**src/sv/i2c_register_transaction_master_unit_macros.svh**
```systemverilog
// assertion helpers used by the bus sequencer file
`ifndef I2C_REGISTER_TRANSACTION_MASTER_UNIT_MACROS_SVH
`define I2C_REGISTER_TRANSACTION_MASTER_UNIT_MACROS_SVH

`ifndef SYNTH

// same-cycle implication
`define I2CRTM_ASSERT_NOW(label, clk, rst_n, ante, cons) \
	label: assert property (@(posedge clk) disable iff (!(rst_n)) (ante) |-> (cons)) \
		else $error("%m: check failed");

// next-cycle implication
`define I2CRTM_ASSERT_NEXT(label, clk, rst_n, ante, cons) \
	label: assert property (@(posedge clk) disable iff (!(rst_n)) (ante) |=> (cons)) \
		else $error("%m: check failed");

`else

`define I2CRTM_ASSERT_NOW(label, clk, rst_n, ante, cons)
`define I2CRTM_ASSERT_NEXT(label, clk, rst_n, ante, cons)

`endif

`endif

```
**src/sv/i2crtm_pkg.sv**
```systemverilog
`timescale 1ns / 1ps

package i2crtm_pkg;

	// operation select
	typedef enum logic [1:0] {
		OP_SET_POINTER = 2'd0,
		OP_WRITE_REG   = 2'd1,
		OP_READ_REG    = 2'd2,
		OP_ALERT_READ  = 2'd3
	} op_t;

	// register indexes of the configuration port
	localparam logic [1:0] CFG_TARGET_ADDR    = 2'd0;
	localparam logic [1:0] CFG_ALERT_ADDRESS  = 2'd1;
	localparam logic [1:0] CFG_HALF_BIT_TICKS = 2'd2;

	// reset values of the configuration registers
	localparam logic [6:0]  TARGET_ADDR_RST    = 7'h40;
	localparam logic [6:0]  ALERT_ADDRESS_RST  = 7'h0C;
	localparam logic [15:0] HALF_BIT_TICKS_RST = 16'd100;

	// bus phases
	typedef enum logic [3:0] {
		PH_IDLE      = 4'd0,
		PH_START     = 4'd1,
		PH_BIT_LOW   = 4'd2,
		PH_BIT_HIGH  = 4'd3,
		PH_ACK_LOW   = 4'd4,
		PH_ACK_HIGH  = 4'd5,
		PH_STOP_LOW  = 4'd6,
		PH_STOP_HIGH = 4'd7,
		PH_STOP_REL  = 4'd8
	} phase_t;

	typedef struct packed {
		logic [6:0]  target_addr;
		logic [6:0]  alert_address;
		logic [15:0] half_bit_ticks;
	} cfg_t;

	typedef struct packed {
		logic        start_req;
		op_t         func;
		logic [7:0]  reg_pointer;
		logic [15:0] write_data;
		logic        sda_in;
	} in_item_t;

	typedef struct packed {
		logic        scl;
		logic        sda_low;
		logic        busy_res;
		logic        done_res;
		logic        nack;
		logic [15:0] read_data;
	} out_item_t;

endpackage

```
**src/sv/i2c_register_transaction_master_unit.sv**
```systemverilog
`timescale 1ns / 1ps
// channel   direction  handshake             beat
// in        input      in_valid / in_ready   in_item  (one bus tick)
// out       output     out_valid / out_ready out_item (line levels and status)
// cfg       input      cfg_we                cfg_index, cfg_data
//
// one beat in gives one beat out, in the next cycle through the result register
// a new beat is taken every cycle while the result register is empty or drained
// a stalled out channel holds in_ready low until its beat is taken
// arst_n clears the sequencer to idle and loads the register defaults; no clearing pass

module i2c_register_transaction_master_unit (
	input  logic                   clk,
	input  logic                   arst_n,
	input  logic                   in_valid,
	output logic                   in_ready,
	input  i2crtm_pkg::in_item_t   in_item,
	output logic                   out_valid,
	input  logic                   out_ready,
	output i2crtm_pkg::out_item_t  out_item,
	input  logic                   cfg_we,
	input  logic [1:0]             cfg_index,
	input  logic [15:0]            cfg_data
);

	i2crtm_pkg::cfg_t      cfg;
	i2crtm_pkg::out_item_t result;
	logic                  room;
	logic                  step;

	assign in_ready = room;
	assign step     = in_valid && room;

	i2crtm_cfg u_cfg (
		.clk       (clk),
		.arst_n    (arst_n),
		.cfg_we    (cfg_we),
		.cfg_index (cfg_index),
		.cfg_data  (cfg_data),
		.cfg       (cfg)
	);

	i2crtm_seq u_seq (
		.clk    (clk),
		.arst_n (arst_n),
		.cfg    (cfg),
		.step   (step),
		.item   (in_item),
		.result (result)
	);

	i2crtm_out u_out (
		.clk       (clk),
		.arst_n    (arst_n),
		.load      (step),
		.result    (result),
		.room      (room),
		.out_valid (out_valid),
		.out_ready (out_ready),
		.out_item  (out_item)
	);

endmodule

```
**src/sv/i2crtm_cfg.sv**
```systemverilog
`timescale 1ns / 1ps

module i2crtm_cfg (
	input  logic              clk,
	input  logic              arst_n,
	input  logic              cfg_we,
	input  logic [1:0]        cfg_index,
	input  logic [15:0]       cfg_data,
	output i2crtm_pkg::cfg_t  cfg
);

	i2crtm_pkg::cfg_t cfg_q;

	// register file, unknown indexes are dropped
	always_ff @(posedge clk or negedge arst_n) begin
		if (!arst_n) begin
			cfg_q.target_addr    <= i2crtm_pkg::TARGET_ADDR_RST;
			cfg_q.alert_address  <= i2crtm_pkg::ALERT_ADDRESS_RST;
			cfg_q.half_bit_ticks <= i2crtm_pkg::HALF_BIT_TICKS_RST;
		end else if (cfg_we) begin
			unique case (cfg_index)
				i2crtm_pkg::CFG_TARGET_ADDR:    cfg_q.target_addr    <= cfg_data[6:0];
				i2crtm_pkg::CFG_ALERT_ADDRESS:  cfg_q.alert_address  <= cfg_data[6:0];
				i2crtm_pkg::CFG_HALF_BIT_TICKS: cfg_q.half_bit_ticks <= cfg_data;
				default: begin
				end
			endcase
		end
	end

	assign cfg = cfg_q;

endmodule

```
**src/sv/i2crtm_seq.sv**
```systemverilog
`timescale 1ns / 1ps
`include "i2c_register_transaction_master_unit_macros.svh"

module i2crtm_seq (
	input  logic                   clk,
	input  logic                   arst_n,
	input  i2crtm_pkg::cfg_t       cfg,
	input  logic                   step,
	input  i2crtm_pkg::in_item_t   item,
	output i2crtm_pkg::out_item_t  result
);

	i2crtm_pkg::phase_t phase_q, phase_d;
	logic [3:0]         bit_index_q, bit_index_d;
	logic [1:0]         byte_index_q, byte_index_d;
	logic [7:0]         shift_byte_q, shift_byte_d;
	logic [15:0]        tick_count_q, tick_count_d;
	logic [15:0]        received_q, received_d;
	i2crtm_pkg::op_t    latched_op_q, latched_op_d;
	logic [7:0]         latched_pointer_q, latched_pointer_d;
	logic [15:0]        latched_value_q, latched_value_d;
	logic               nack_seen_q, nack_seen_d;

	logic [15:0] half_last;
	logic        half_end;
	logic        is_read;
	logic        is_last;
	logic [1:0]  next_byte;

	// byte carries read data once the address byte has gone
	function automatic logic read_byte(input i2crtm_pkg::op_t op, input logic [1:0] idx);
		read_byte = (op == i2crtm_pkg::OP_READ_REG || op == i2crtm_pkg::OP_ALERT_READ)
			&& (idx != 2'd0);
	endfunction

	// index of the final byte of each operation
	function automatic logic [1:0] last_index(input i2crtm_pkg::op_t op);
		case (op)
			i2crtm_pkg::OP_WRITE_REG: last_index = 2'd3;
			i2crtm_pkg::OP_READ_REG:  last_index = 2'd2;
			default:                  last_index = 2'd1;
		endcase
	endfunction

	// byte to shift out at a given position of the transaction
	function automatic logic [7:0] byte_value(
		input i2crtm_pkg::op_t op,
		input logic [1:0]      idx,
		input logic [7:0]      ptr,
		input logic [15:0]     val,
		input logic [6:0]      dev,
		input logic [6:0]      alert
	);
		if (idx == 2'd0) begin
			if (op == i2crtm_pkg::OP_ALERT_READ)
				byte_value = {alert, 1'b1};
			else
				byte_value = {dev, op == i2crtm_pkg::OP_READ_REG};
		end else if (read_byte(op, idx)) begin
			byte_value = 8'h00;
		end else if (idx == 2'd1) begin
			byte_value = ptr;
		end else if (idx == 2'd2) begin
			byte_value = val[15:8];
		end else begin
			byte_value = val[7:0];
		end
	endfunction

	// half period end, zero ticks counts as one
	assign half_last = (cfg.half_bit_ticks == 16'd0) ? 16'd0 : cfg.half_bit_ticks - 16'd1;
	assign half_end  = tick_count_q >= half_last;
	assign is_read   = read_byte(latched_op_q, byte_index_q);
	assign is_last   = byte_index_q >= last_index(latched_op_q);
	assign next_byte = byte_index_q + 2'd1;

	// line levels and status for the current phase
	always_comb begin
		result = '0;
		result.scl = 1'b1;
		result.busy_res = 1'b1;
		unique case (phase_q)
			i2crtm_pkg::PH_START: begin
				result.sda_low = 1'b1;
			end
			i2crtm_pkg::PH_BIT_LOW, i2crtm_pkg::PH_BIT_HIGH: begin
				result.scl     = (phase_q == i2crtm_pkg::PH_BIT_HIGH);
				result.sda_low = !is_read && !shift_byte_q[7];
			end
			i2crtm_pkg::PH_ACK_LOW, i2crtm_pkg::PH_ACK_HIGH: begin
				result.scl     = (phase_q == i2crtm_pkg::PH_ACK_HIGH);
				result.sda_low = is_read && !is_last;
			end
			i2crtm_pkg::PH_STOP_LOW: begin
				result.scl     = 1'b0;
				result.sda_low = 1'b1;
			end
			i2crtm_pkg::PH_STOP_HIGH: begin
				result.sda_low = 1'b1;
			end
			i2crtm_pkg::PH_STOP_REL: begin
				if (half_end) begin
					result.done_res  = 1'b1;
					result.nack      = nack_seen_q;
					result.read_data = received_q;
				end
			end
			default: begin
				result.busy_res = 1'b0;
			end
		endcase
	end

	// next phase and transaction state
	always_comb begin
		phase_d           = phase_q;
		bit_index_d       = bit_index_q;
		byte_index_d      = byte_index_q;
		shift_byte_d      = shift_byte_q;
		received_d        = received_q;
		latched_op_d      = latched_op_q;
		latched_pointer_d = latched_pointer_q;
		latched_value_d   = latched_value_q;
		nack_seen_d       = nack_seen_q;
		unique case (phase_q)
			i2crtm_pkg::PH_START: begin
				if (half_end)
					phase_d = i2crtm_pkg::PH_BIT_LOW;
			end
			i2crtm_pkg::PH_BIT_LOW: begin
				if (half_end)
					phase_d = i2crtm_pkg::PH_BIT_HIGH;
			end
			i2crtm_pkg::PH_BIT_HIGH: begin
				if (half_end) begin
					shift_byte_d = {shift_byte_q[6:0], is_read & item.sda_in};
					bit_index_d  = bit_index_q + 4'd1;
					phase_d      = bit_index_d[3] ? i2crtm_pkg::PH_ACK_LOW
						: i2crtm_pkg::PH_BIT_LOW;
				end
			end
			i2crtm_pkg::PH_ACK_LOW: begin
				if (half_end)
					phase_d = i2crtm_pkg::PH_ACK_HIGH;
			end
			i2crtm_pkg::PH_ACK_HIGH: begin
				if (half_end) begin
					if (!is_read && item.sda_in) begin
						// target did not acknowledge: abort to stop
						nack_seen_d = 1'b1;
						phase_d     = i2crtm_pkg::PH_STOP_LOW;
					end else begin
						if (is_read)
							received_d = {received_q[7:0], shift_byte_q};
						if (is_last) begin
							phase_d = i2crtm_pkg::PH_STOP_LOW;
						end else begin
							byte_index_d = next_byte;
							shift_byte_d = byte_value(latched_op_q, next_byte,
								latched_pointer_q, latched_value_q,
								cfg.target_addr, cfg.alert_address);
							bit_index_d  = 4'd0;
							phase_d      = i2crtm_pkg::PH_BIT_LOW;
						end
					end
				end
			end
			i2crtm_pkg::PH_STOP_LOW: begin
				if (half_end)
					phase_d = i2crtm_pkg::PH_STOP_HIGH;
			end
			i2crtm_pkg::PH_STOP_HIGH: begin
				if (half_end)
					phase_d = i2crtm_pkg::PH_STOP_REL;
			end
			i2crtm_pkg::PH_STOP_REL: begin
				if (half_end)
					phase_d = i2crtm_pkg::PH_IDLE;
			end
			default: begin
				phase_d = i2crtm_pkg::PH_IDLE;
				if (item.start_req) begin
					latched_op_d      = item.func;
					latched_pointer_d = item.reg_pointer;
					latched_value_d   = item.write_data;
					nack_seen_d       = 1'b0;
					received_d        = 16'd0;
					byte_index_d      = 2'd0;
					shift_byte_d      = byte_value(item.func, 2'd0, item.reg_pointer,
						item.write_data, cfg.target_addr, cfg.alert_address);
					bit_index_d       = 4'd0;
					phase_d           = i2crtm_pkg::PH_START;
				end
			end
		endcase
	end

	// half-period tick counter restarts on any phase change and at each half period end
	assign tick_count_d = (phase_d != phase_q || half_end) ? 16'd0 : tick_count_q + 16'd1;

	// state advances once per accepted beat
	always_ff @(posedge clk or negedge arst_n) begin
		if (!arst_n) begin
			phase_q           <= i2crtm_pkg::PH_IDLE;
			bit_index_q       <= 4'd0;
			byte_index_q      <= 2'd0;
			shift_byte_q      <= 8'd0;
			tick_count_q      <= 16'd0;
			received_q        <= 16'd0;
			latched_op_q      <= i2crtm_pkg::OP_SET_POINTER;
			latched_pointer_q <= 8'd0;
			latched_value_q   <= 16'd0;
			nack_seen_q       <= 1'b0;
		end else if (step) begin
			phase_q           <= phase_d;
			bit_index_q       <= bit_index_d;
			byte_index_q      <= byte_index_d;
			shift_byte_q      <= shift_byte_d;
			tick_count_q      <= tick_count_d;
			received_q        <= received_d;
			latched_op_q      <= latched_op_d;
			latched_pointer_q <= latched_pointer_d;
			latched_value_q   <= latched_value_d;
			nack_seen_q       <= nack_seen_d;
		end
	end

	`I2CRTM_ASSERT_NEXT(a_done_to_idle, clk, arst_n, step && result.done_res,
		phase_q == i2crtm_pkg::PH_IDLE)
	`I2CRTM_ASSERT_NOW(a_nack_with_done, clk, arst_n, result.nack,
		result.done_res && result.busy_res)
	`I2CRTM_ASSERT_NOW(a_bit_index_range, clk, arst_n, bit_index_q[3], bit_index_q[2:0] == 3'd0)
	`I2CRTM_ASSERT_NEXT(a_idle_holds, clk, arst_n,
		step && phase_q == i2crtm_pkg::PH_IDLE && !item.start_req,
		phase_q == i2crtm_pkg::PH_IDLE)

endmodule

```
**src/sv/i2crtm_out.sv**
```systemverilog
`timescale 1ns / 1ps

module i2crtm_out (
	input  logic                   clk,
	input  logic                   arst_n,
	input  logic                   load,
	input  i2crtm_pkg::out_item_t  result,
	output logic                   room,
	output logic                   out_valid,
	input  logic                   out_ready,
	output i2crtm_pkg::out_item_t  out_item
);

	logic                  out_valid_q;
	i2crtm_pkg::out_item_t out_item_q;

	// one-deep result register, refilled in the cycle it drains
	assign room = !out_valid_q || out_ready;

	always_ff @(posedge clk or negedge arst_n) begin
		if (!arst_n) begin
			out_valid_q <= 1'b0;
		end else if (load) begin
			out_valid_q <= 1'b1;
		end else if (out_ready) begin
			out_valid_q <= 1'b0;
		end
	end

	// payload
	always_ff @(posedge clk) begin
		if (load)
			out_item_q <= result;
	end

	assign out_valid = out_valid_q;
	assign out_item  = out_item_q;

endmodule
```
**config.mk**
```make
export PLATFORM = sky130hd
export DESIGN_NAME = i2c_register_transaction_master_unit
export DESIGN_NICKNAME = d
export VERILOG_FILES = /design/src/sv/i2crtm_pkg.sv /design/src/sv/i2c_register_transaction_master_unit.sv /design/src/sv/i2crtm_cfg.sv /design/src/sv/i2crtm_seq.sv /design/src/sv/i2crtm_out.sv
export VERILOG_INCLUDE_DIRS = /design/src /design/src/sv
export SDC_FILE = /design/constraint.sdc
export NUM_CORES = 1
export LEC_CHECK = 0
export ABC_AREA = 1
export BUFFER_PORTS_ARGS = -buffer_cell sky130_fd_sc_hd__clkbuf_2
export CAP_MARGIN = 10
export CORE_MARGIN = 2
export CORE_UTILIZATION = 35
export CTS_CLUSTER_SIZE = 16
export DETAILED_ROUTE_END_ITERATION = 10
export GPL_TIMING_DRIVEN = 0
export HOLD_SLACK_MARGIN = 0.1
export PLACE_DENSITY = 0.51
export SLEW_MARGIN = 5
export SYNTH_ARGS = -nofsm -noshare
export SYNTH_HDL_FRONTEND = slang
export SYNTH_SLANG_ARGS = --single-unit
export TNS_END_PERCENT = 1
```
**constraint.sdc**
```tcl
create_clock -name clk -period 3.5 [get_ports clk]
set_input_delay 0.875 -clock clk [delete_from_list [all_inputs] [get_ports clk]]
set_output_delay 0.875 -clock clk [all_outputs]
set_load 0.01 [all_outputs]
```
==> results of run 1 <==
-- through the flow --
| stage | instance area, sq um | util (%) | std cells |
|---|---|---|---|
| 2_1_floorplan | 6800 | - | 810 |
| 3_3_place_gp | 7490 | 39.6 | 1143 |
| 3_5_place_dp | 7530 | 39.8 | 1144 |
| 4_1_cts | 8190 | 43.3 | 1178 |
| 5_1_grt | 8310 | 44.0 | 1181 |
| 6_report | 8310 | 44.0 | 1181 |
-- layout by cell type (no fill, tap or decap), types with 3 or more instances in the layout --
cell       instances
inv_6              5
mux2_2             6
buf_6              3
ha_1              26
o22ai_1           11
o21ai_0           54
nor2_4             3
edfxtp_1          21
inv_8              6
inv_1             88
inv_2              9
buf_2              4
nor2_2             7
dfstp_2            6
nand4_1            7
xor2_1            18
dfrtp_1          102
a21oi_1           32
nand2_1          208
xnor2_1            7
clkbuf_1          14
nand2_2           11
nand3_1           38
a21oi_2           12
nor3_1             8
o32ai_1            6
o21ai_1            5
a41oi_1            7
nor2_1            64
clkbuf_2          74
buf_4              8
clkbuf_16         17
o211ai_1           8
-- final cells by class --
| class | count | area (sq um) | share of cell area [%] |
|---|---|---|---|
| Buffer | 27 | 155 | 1.87 |
| Clock buffer | 17 | 425 | 5.12 |
| Clock inverter | 15 | 186 | 2.24 |
| Inverter | 98 | 369 | 4.44 |
| Multi-Input combinational cell | 556 | 3060 | 36.9 |
| Sequential cell | 129 | 3340 | 40.2 |
| Tap cell | 260 | 325 | 3.92 |
| Timing Repair Buffer | 79 | 443 | 5.33 |
-- power breakdown --
group,internal [W],switching [W],leakage (nW)
Combinational,0.000736,0.00122,2.01
Clock,0.00109,0.000759,0.297
Sequential,0.00195,0.000275,1.57
-- worst paths after layout --
kind / startpoint / slack [ps] / end / cells past startpoint
setup / recovery: u_cfg.cfg[1] / 200 / u_seq.received_q[7] / 20
hold / removal: arst_n / 320 / u_cfg.cfg[15] / 1
setup reg to reg: u_cfg.cfg[1] / 200 / u_seq.received_q[7] / 20
hold reg to reg: u_seq.latched_value_q[6] / 480 / u_seq.latched_value_q[6] / 2
max in group asynchronous: arst_n / 2480 / u_cfg.cfg[18] / 2
min in group clk: u_seq.latched_value_q[6] / 480 / u_seq.latched_value_q[6] / 2
-- cells in the mapped netlist --
master | number | area, sq um
a21oi_1 | 34 | 170
a21oi_2 | 11 | 96.3
a31oi_1 | 1 | 6.26
a41oi_1 | 7 | 61.3
and2_1 | 1 | 6.26
buf_1 | 1 | 3.75
buf_2 | 4 | 20.0
buf_4 | 4 | 30.0
buf_6 | 2 | 22.5
clkbuf_1 | 16 | 60.1
clkinv_1 | 1 | 3.75
dfrtp_1 | 102 | 2550
dfstp_2 | 6 | 158
edfxtp_1 | 21 | 631
ha_1 | 27 | 338
inv_1 | 89 | 334
inv_2 | 8 | 30.0
mux2_2 | 6 | 67.6
nand2_1 | 216 | 811
nand2_2 | 4 | 25.0
nand3_1 | 39 | 195
nand3_2 | 1 | 10.0
nand3_4 | 1 | 17.5
nand3b_1 | 1 | 7.51
nand4_1 | 7 | 43.8
nor2_1 | 71 | 267
nor2_2 | 1 | 6.26
nor2_4 | 2 | 22.5
nor3_1 | 9 | 45.0
nor3_2 | 2 | 20.0
nor4_1 | 1 | 6.26
o211ai_1 | 8 | 60.1
o21a_1 | 1 | 7.51
o21ai_0 | 54 | 270
o21ai_1 | 5 | 25.0
o21bai_1 | 1 | 7.51
o22ai_1 | 11 | 68.8
o311ai_0 | 1 | 8.76
o31ai_1 | 1 | 7.51
o32ai_1 | 6 | 52.6
or2_2 | 1 | 6.26
xnor2_1 | 7 | 61.3
xor2_1 | 18 | 158
-- logic make-up after synthesis --
group	count (synthesis)	share of synthesized area [%]
compound gates	141	12.4
buf+inv	125	7.41
mux	6	0.993
fa+ha+maj	27	4.97
xor+xnor	25	3.22
flops	129	49.1
simple gates	357	21.9
-- routing by layer --
layer / up-vias / share of wire (%) / track usage, %
met5: - / 0 / 0
met4: 0 / 1.1 / 5.42
met3: 12 / 3.0 / 3.13
met2: 69 / 43 / 24.1
met1: 2500 / 53 / 24.1
li1: 2853 / - / -
-- critical path, stage by stage (launching register included) --
cell     delay [ps]
dfrtp_1         400
nor2_2          130
nand2_2          90
nor4_4          280
nand2_2         130
nor3_4          160
nand4_1         120
xor2_1          150
nand2_1         110
ha_4            300
nand4_1         140
a21oi_2         160
nor2_2           50
buf_6           140
nand2_4         100
inv_1            90
nand2_1          80
nand2_2          80
a21oi_4         190
buf_4           210
o22ai_1          80
-- registers in the layout, summed over array words and instances (netlist names) --
register,flops
u_cfg.cfg,30
u_out.out_item,21
u_out.out_valid,1
u_seq.bit_index_q,4
u_seq.byte_index_q,2
u_seq.latched_op_q,2
u_seq.latched_pointer_q,8
u_seq.latched_value_q,16
u_seq.nack_seen_q,1
u_seq.phase_q,4
u_seq.received_q,16
u_seq.shift_byte_q,8
u_seq.tick_count_q,16
-- what timing repair did --
item / 4_1_cts / 5_1_grt
setup buffers: 2 / 3
pin swaps: 1 / 6
resized for setup: 8 / 28
setup endpoints to repair: 65 / 65
==> results.cfg, run 1 <==
[yosys]
avgSynthCellArea_sq_um = 8.40
syn-num-nets = 888
yosys_warnings = 0
syn_inst = 810
ys_seq_area_share_pct = 49.1
netlist_area_sq_um = 6800
synth.distinct_cells = 43
ys_ff_latch = 129

[critical_path]
end_kind = flip-flop
arrival_ps = 3600
worst-setup-path-type = flip-flop to flip-flop
start_kind = flip-flop
worstPathMaxFanout = 10
required_ps = 3800

[final_layout]
area_delta_synth_final_pct = 22.2
antenna_cells = 0
nets = 986
nFillCells = 1909
drive_above_1_share_pct = 20.6

[routing]
drtIter0Drc = 336
drtAntennaViolNets = 0
drcViolationCount = 0
finalWirelength_um = 15800
vias = 5434
drt_pass1_iterations = 5
wire_per_inst_um = 13.3
via_per_inst = 4.60

[sta]
tightest_slew_ps = 747
clock_skew_ps = 11.2
timing.final.crit_share_pct = 94.3
slew_headroom_pct = 50.2
max_freq_mhz = 303
report.final.hold_viol_count = 0
whs_ps = 324
drv_slew = 0
rsz0062_at_grt = true
final-setup-viol-count = 0
tns_ps = 0
setup_ws_ps = 199
period_minus_slack_ps = 3300

[clock_network]
cts_root_buf = clkbuf_16
hold_buffers = 0
worstSkewPairLatency_ps = 430
cts_sinks = 129
cts-buffers-inserted = 17
cts_tree = done
cts_max_path_buffers = 2
clkTransAtPathRegs_ps = 60
cts_max_level = 4

[placed_design]
dp_hpwl_um = 11500
port_buffers = 73
place_ws_ps = -670
gp_congestion = 0.821

[grt]
antenna_found_initial = 0
grt-ovfl-total = 0
track_usage_pct = 16.4
grt_start_max_net_pins = 86
grt_pass1_wl_um = 26700
grt_pass1_vias = 5303

[pwr]
irDropWorstVdd_mv = 0.401
p_leak_nw = 3.88
power_w = 0.00603
p_per_area_nw_per_um2 = 726

[floorplanning]
ios = 74
dieArea_sq_um = 20600
die_x_um = 143
die_h_um = 143
core_area_sq_um = 18900
start_util_pct = 36.0
fp-row-count = 50

[run]
cap_viol_max_count = 0

[outcome]
outcome = complete, no violations

[worst_hold_path]
hold_class = input pin to async pin
(Power assumes the default switching activity.)
==> run 2: changes to the inputs <==
--- a/config.mk
+++ b/config.mk
@@ -6,7 +6,7 @@
 export SDC_FILE = /design/constraint.sdc
 export NUM_CORES = 1
 export LEC_CHECK = 0
-export ABC_AREA = 1
+export ABC_AREA = 0
 export BUFFER_PORTS_ARGS = -buffer_cell sky130_fd_sc_hd__clkbuf_2
 export CAP_MARGIN = 10
 export CORE_MARGIN = 2
==> results.cfg, run 2 <==
[yosys]
yosysTopAreaCell = dfrtp_1
synth-main-ff-cell = dfrtp_1
synthTopCellsByArea = dfrtp_1 37%, edfxtp_1 9.1%, nand2_1 9.0%, mux2_2 6.4%, mux2i_1 4.9%
ys_seq_area_share_pct = 48.4
yosys.cell_count.top_type = nand2_1
synth.distinct_cells = 60
synth_top_area_share_pct = 37.0
syn-num-nets = 768
avgSynthCellArea_sq_um = 10.0
netlist_area_sq_um = 6900
synth_edf_count = 21
syn_inst = 690
ys_top_cells_by_count = 166 x nand2_1, 102 x dfrtp_1, 39 x mux2_2
yosys_warnings = 0
synthArstFlopShare_pct = 83.7
ys_ff_latch = 129

[sta]
slew_headroom_pct = 23.6
rsz0062_at_grt = true
final-setup-viol-count = 69
period_minus_slack_ps = 4410
setup_ws_ps = -909
max_freq_mhz = 227
tns_ps = -53510
report.final.hold_viol_count = 0
timing.final.crit_share_pct = 126
clock_skew_ps = 14.2
tightest_slew_ps = 1140
drv_slew = 0

[placed_design]
placed_area_sq_um = 7660
place.detailed.instances = 1029
gp_congestion = 0.838
dp_hpwl_um = 11900
port_buffers = 73

[final_layout]
multi_input_area_sq_um = 3500
regArea_sq_um = 3340
nFillCells = 1902
layout_common_cells = 164 x nand2_1, 102 x dfrtp_1, 73 x clkbuf_2
largest_reg_flops = 30
drive_above_1_share_pct = 25.1
antenna_cells = 0
layout_commonest_cell = nand2_1
layout.cells.non_filler = 1074
design_area_sq_um = 8530
nets = 874
area_delta_synth_final_pct = 23.6

[routing]
drt_pass1_iterations = 4
wire_per_inst_um = 15.4
drcViolationCount = 0
drtIter0Drc = 369
vias = 5391
drtAntennaViolNets = 0
finalWirelength_um = 16500
via_per_inst = 5.02

[critical_path]
reg2reg_depth = 14
required_ps = 3800
end_kind = flip-flop
start_kind = flip-flop
arrival_ps = 4710
r2r_slack_ps = -910
reg2reg_to = u_seq.shift_byte_q[6]
rr_startpoint = u_cfg.cfg[9]
worstPathMaxFanout = 5
worst-setup-path-type = flip-flop to flip-flop

[grt]
grt-ovfl-total = 0
grt_start_max_net_pins = 83
grt_pass1_wl_um = 27400
antenna_found_initial = 0
grt_pass1_vias = 5397
track_usage_pct = 16.8

[clock_network]
clkTransAtPathRegs_ps = 60
worstSkewPairLatency_ps = 430
cts_max_path_buffers = 2
cts_max_level = 4
cts_sinks = 129
cts_tree = done
hold_buffers = 0
cts_root_buf = clkbuf_16
cts-buffers-inserted = 17

[floorplanning]
dieArea_sq_um = 20900
die_h_um = 144
start_util_pct = 35.6
ios = 74
fp-row-count = 51
core_area_sq_um = 19400
die_x_um = 144

[pwr]
p_leak_nw = 3.91
p_per_area_nw_per_um2 = 648
irDropWorstVdd_mv = 0.351
power_w = 0.00552

[outcome]
violations = negative setup slack
outcome = finished, violations left

[run]
cap_viol_max_count = 0

[worst_hold_path]
hold_class = input pin to async pin
run 2: cell count changes in the layout (fill, tap and decap cells not counted), moves of 29 or more:
cell,before,now
nor2_1,64,26
mux2i_1,0,34
mux2_2,6,35
nand3_1,38,5
inv_1,88,16
nand2_1,208,164
o21ai_0,54,18
run 2: worst max-delay path, cell delays in order, from the launching register on:
cell and delay [ps]:
dfrtp_1 380, or4_4 550, or3_4 360, or4_4 430
or3_4 370, and2_4 180, ha_4 210, nand2b_4 140
a2111oi_4 390, a2111oi_4 70, or3_4 410, buf_6 140
o21ai_4 180, buf_6 150, mux2_2 330
run 2: worst max-delay path by stage:
stage / slack [ps] / startpoint / cells past startpoint / to
after floorplan: -790 / u_cfg.cfg[7] / 13 / u_seq.shift_byte_q[0]
after global placement: -1290 / u_cfg.cfg[7] / 14 / u_out.out_item[14]
after detailed placement: -1320 / u_cfg.cfg[7] / 14 / u_out.out_item[7]
after CTS: -980 / u_cfg.cfg[9] / 16 / u_seq.bit_index_q[2]
after global routing: -1070 / u_cfg.cfg[9] / 16 / u_seq.bit_index_q[2]
final: -910 / u_cfg.cfg[9] / 14 / u_seq.shift_byte_q[6]
run 2: per-stage QoR:
stage	hold slack, ps	util [%]	setup WS (ps)
floorplan	445	-	-786
global placement	460	39.3	-1290
detailed placement	463	39.5	-1320
CTS	335	43.5	-984
global route	344	44.0	-1070
finish	337	44.0	-909
run 2: layer usage:
metal,vias up,wire length [um],global-route usage [%]
met5,-,0,0
met4,0,225,5.57
met3,17,489,2.81
met2,98,7750,26.2
met1,2642,8070,23.7
li1,2634,-,-
run 2: final cells by class:
| class | count | area share, % |
|---|---|---|
| clock inverters | 15 | 1.89 |
| well taps | 265 | 3.89 |
| inverters | 16 | 0.704 |
| clock buffers | 17 | 4.99 |
| flip-flops and latches | 129 | 39.2 |
| plain buffers | 36 | 2.10 |
| repair buffers | 88 | 6.18 |
| multi-input cells | 508 | 41.1 |
run 2: kinds of logic (layout without fill, tap and decap cells):
logic type / count (synthesis) / after routing / synth area share (%)
and+or+nand+nor: 286 / 286 / 19.1
DFF: 129 / 129 / 48.4
AOI/OAI and AO/OA: 98 / 98 / 10.1
muxes: 73 / 73 / 11.3
buffers and inverters: 53 / 172 / 3.15
adders and majority gates: 27 / 27 / 4.89
xor gates and xnor gates: 24 / 24 / 3.05
run 2: timing repair:
action,CTS,global route
endpoints found under the setup margin,69,69
pin swaps,8,14
buffers inserted,12,2
resized for setup,23,18
run 2: where the power goes:
part | internal [W] | leakage (nW) | switching [W] | total [W]
clock network | 0.00101 | 0.282 | 0.000757 | 0.00177
logic | 0.000717 | 2.05 | 0.000853 | 0.00157
registers | 0.00189 | 1.57 | 0.000294 | 0.00218
total | 0.00362 | 3.91 | 0.00190 | 0.00552
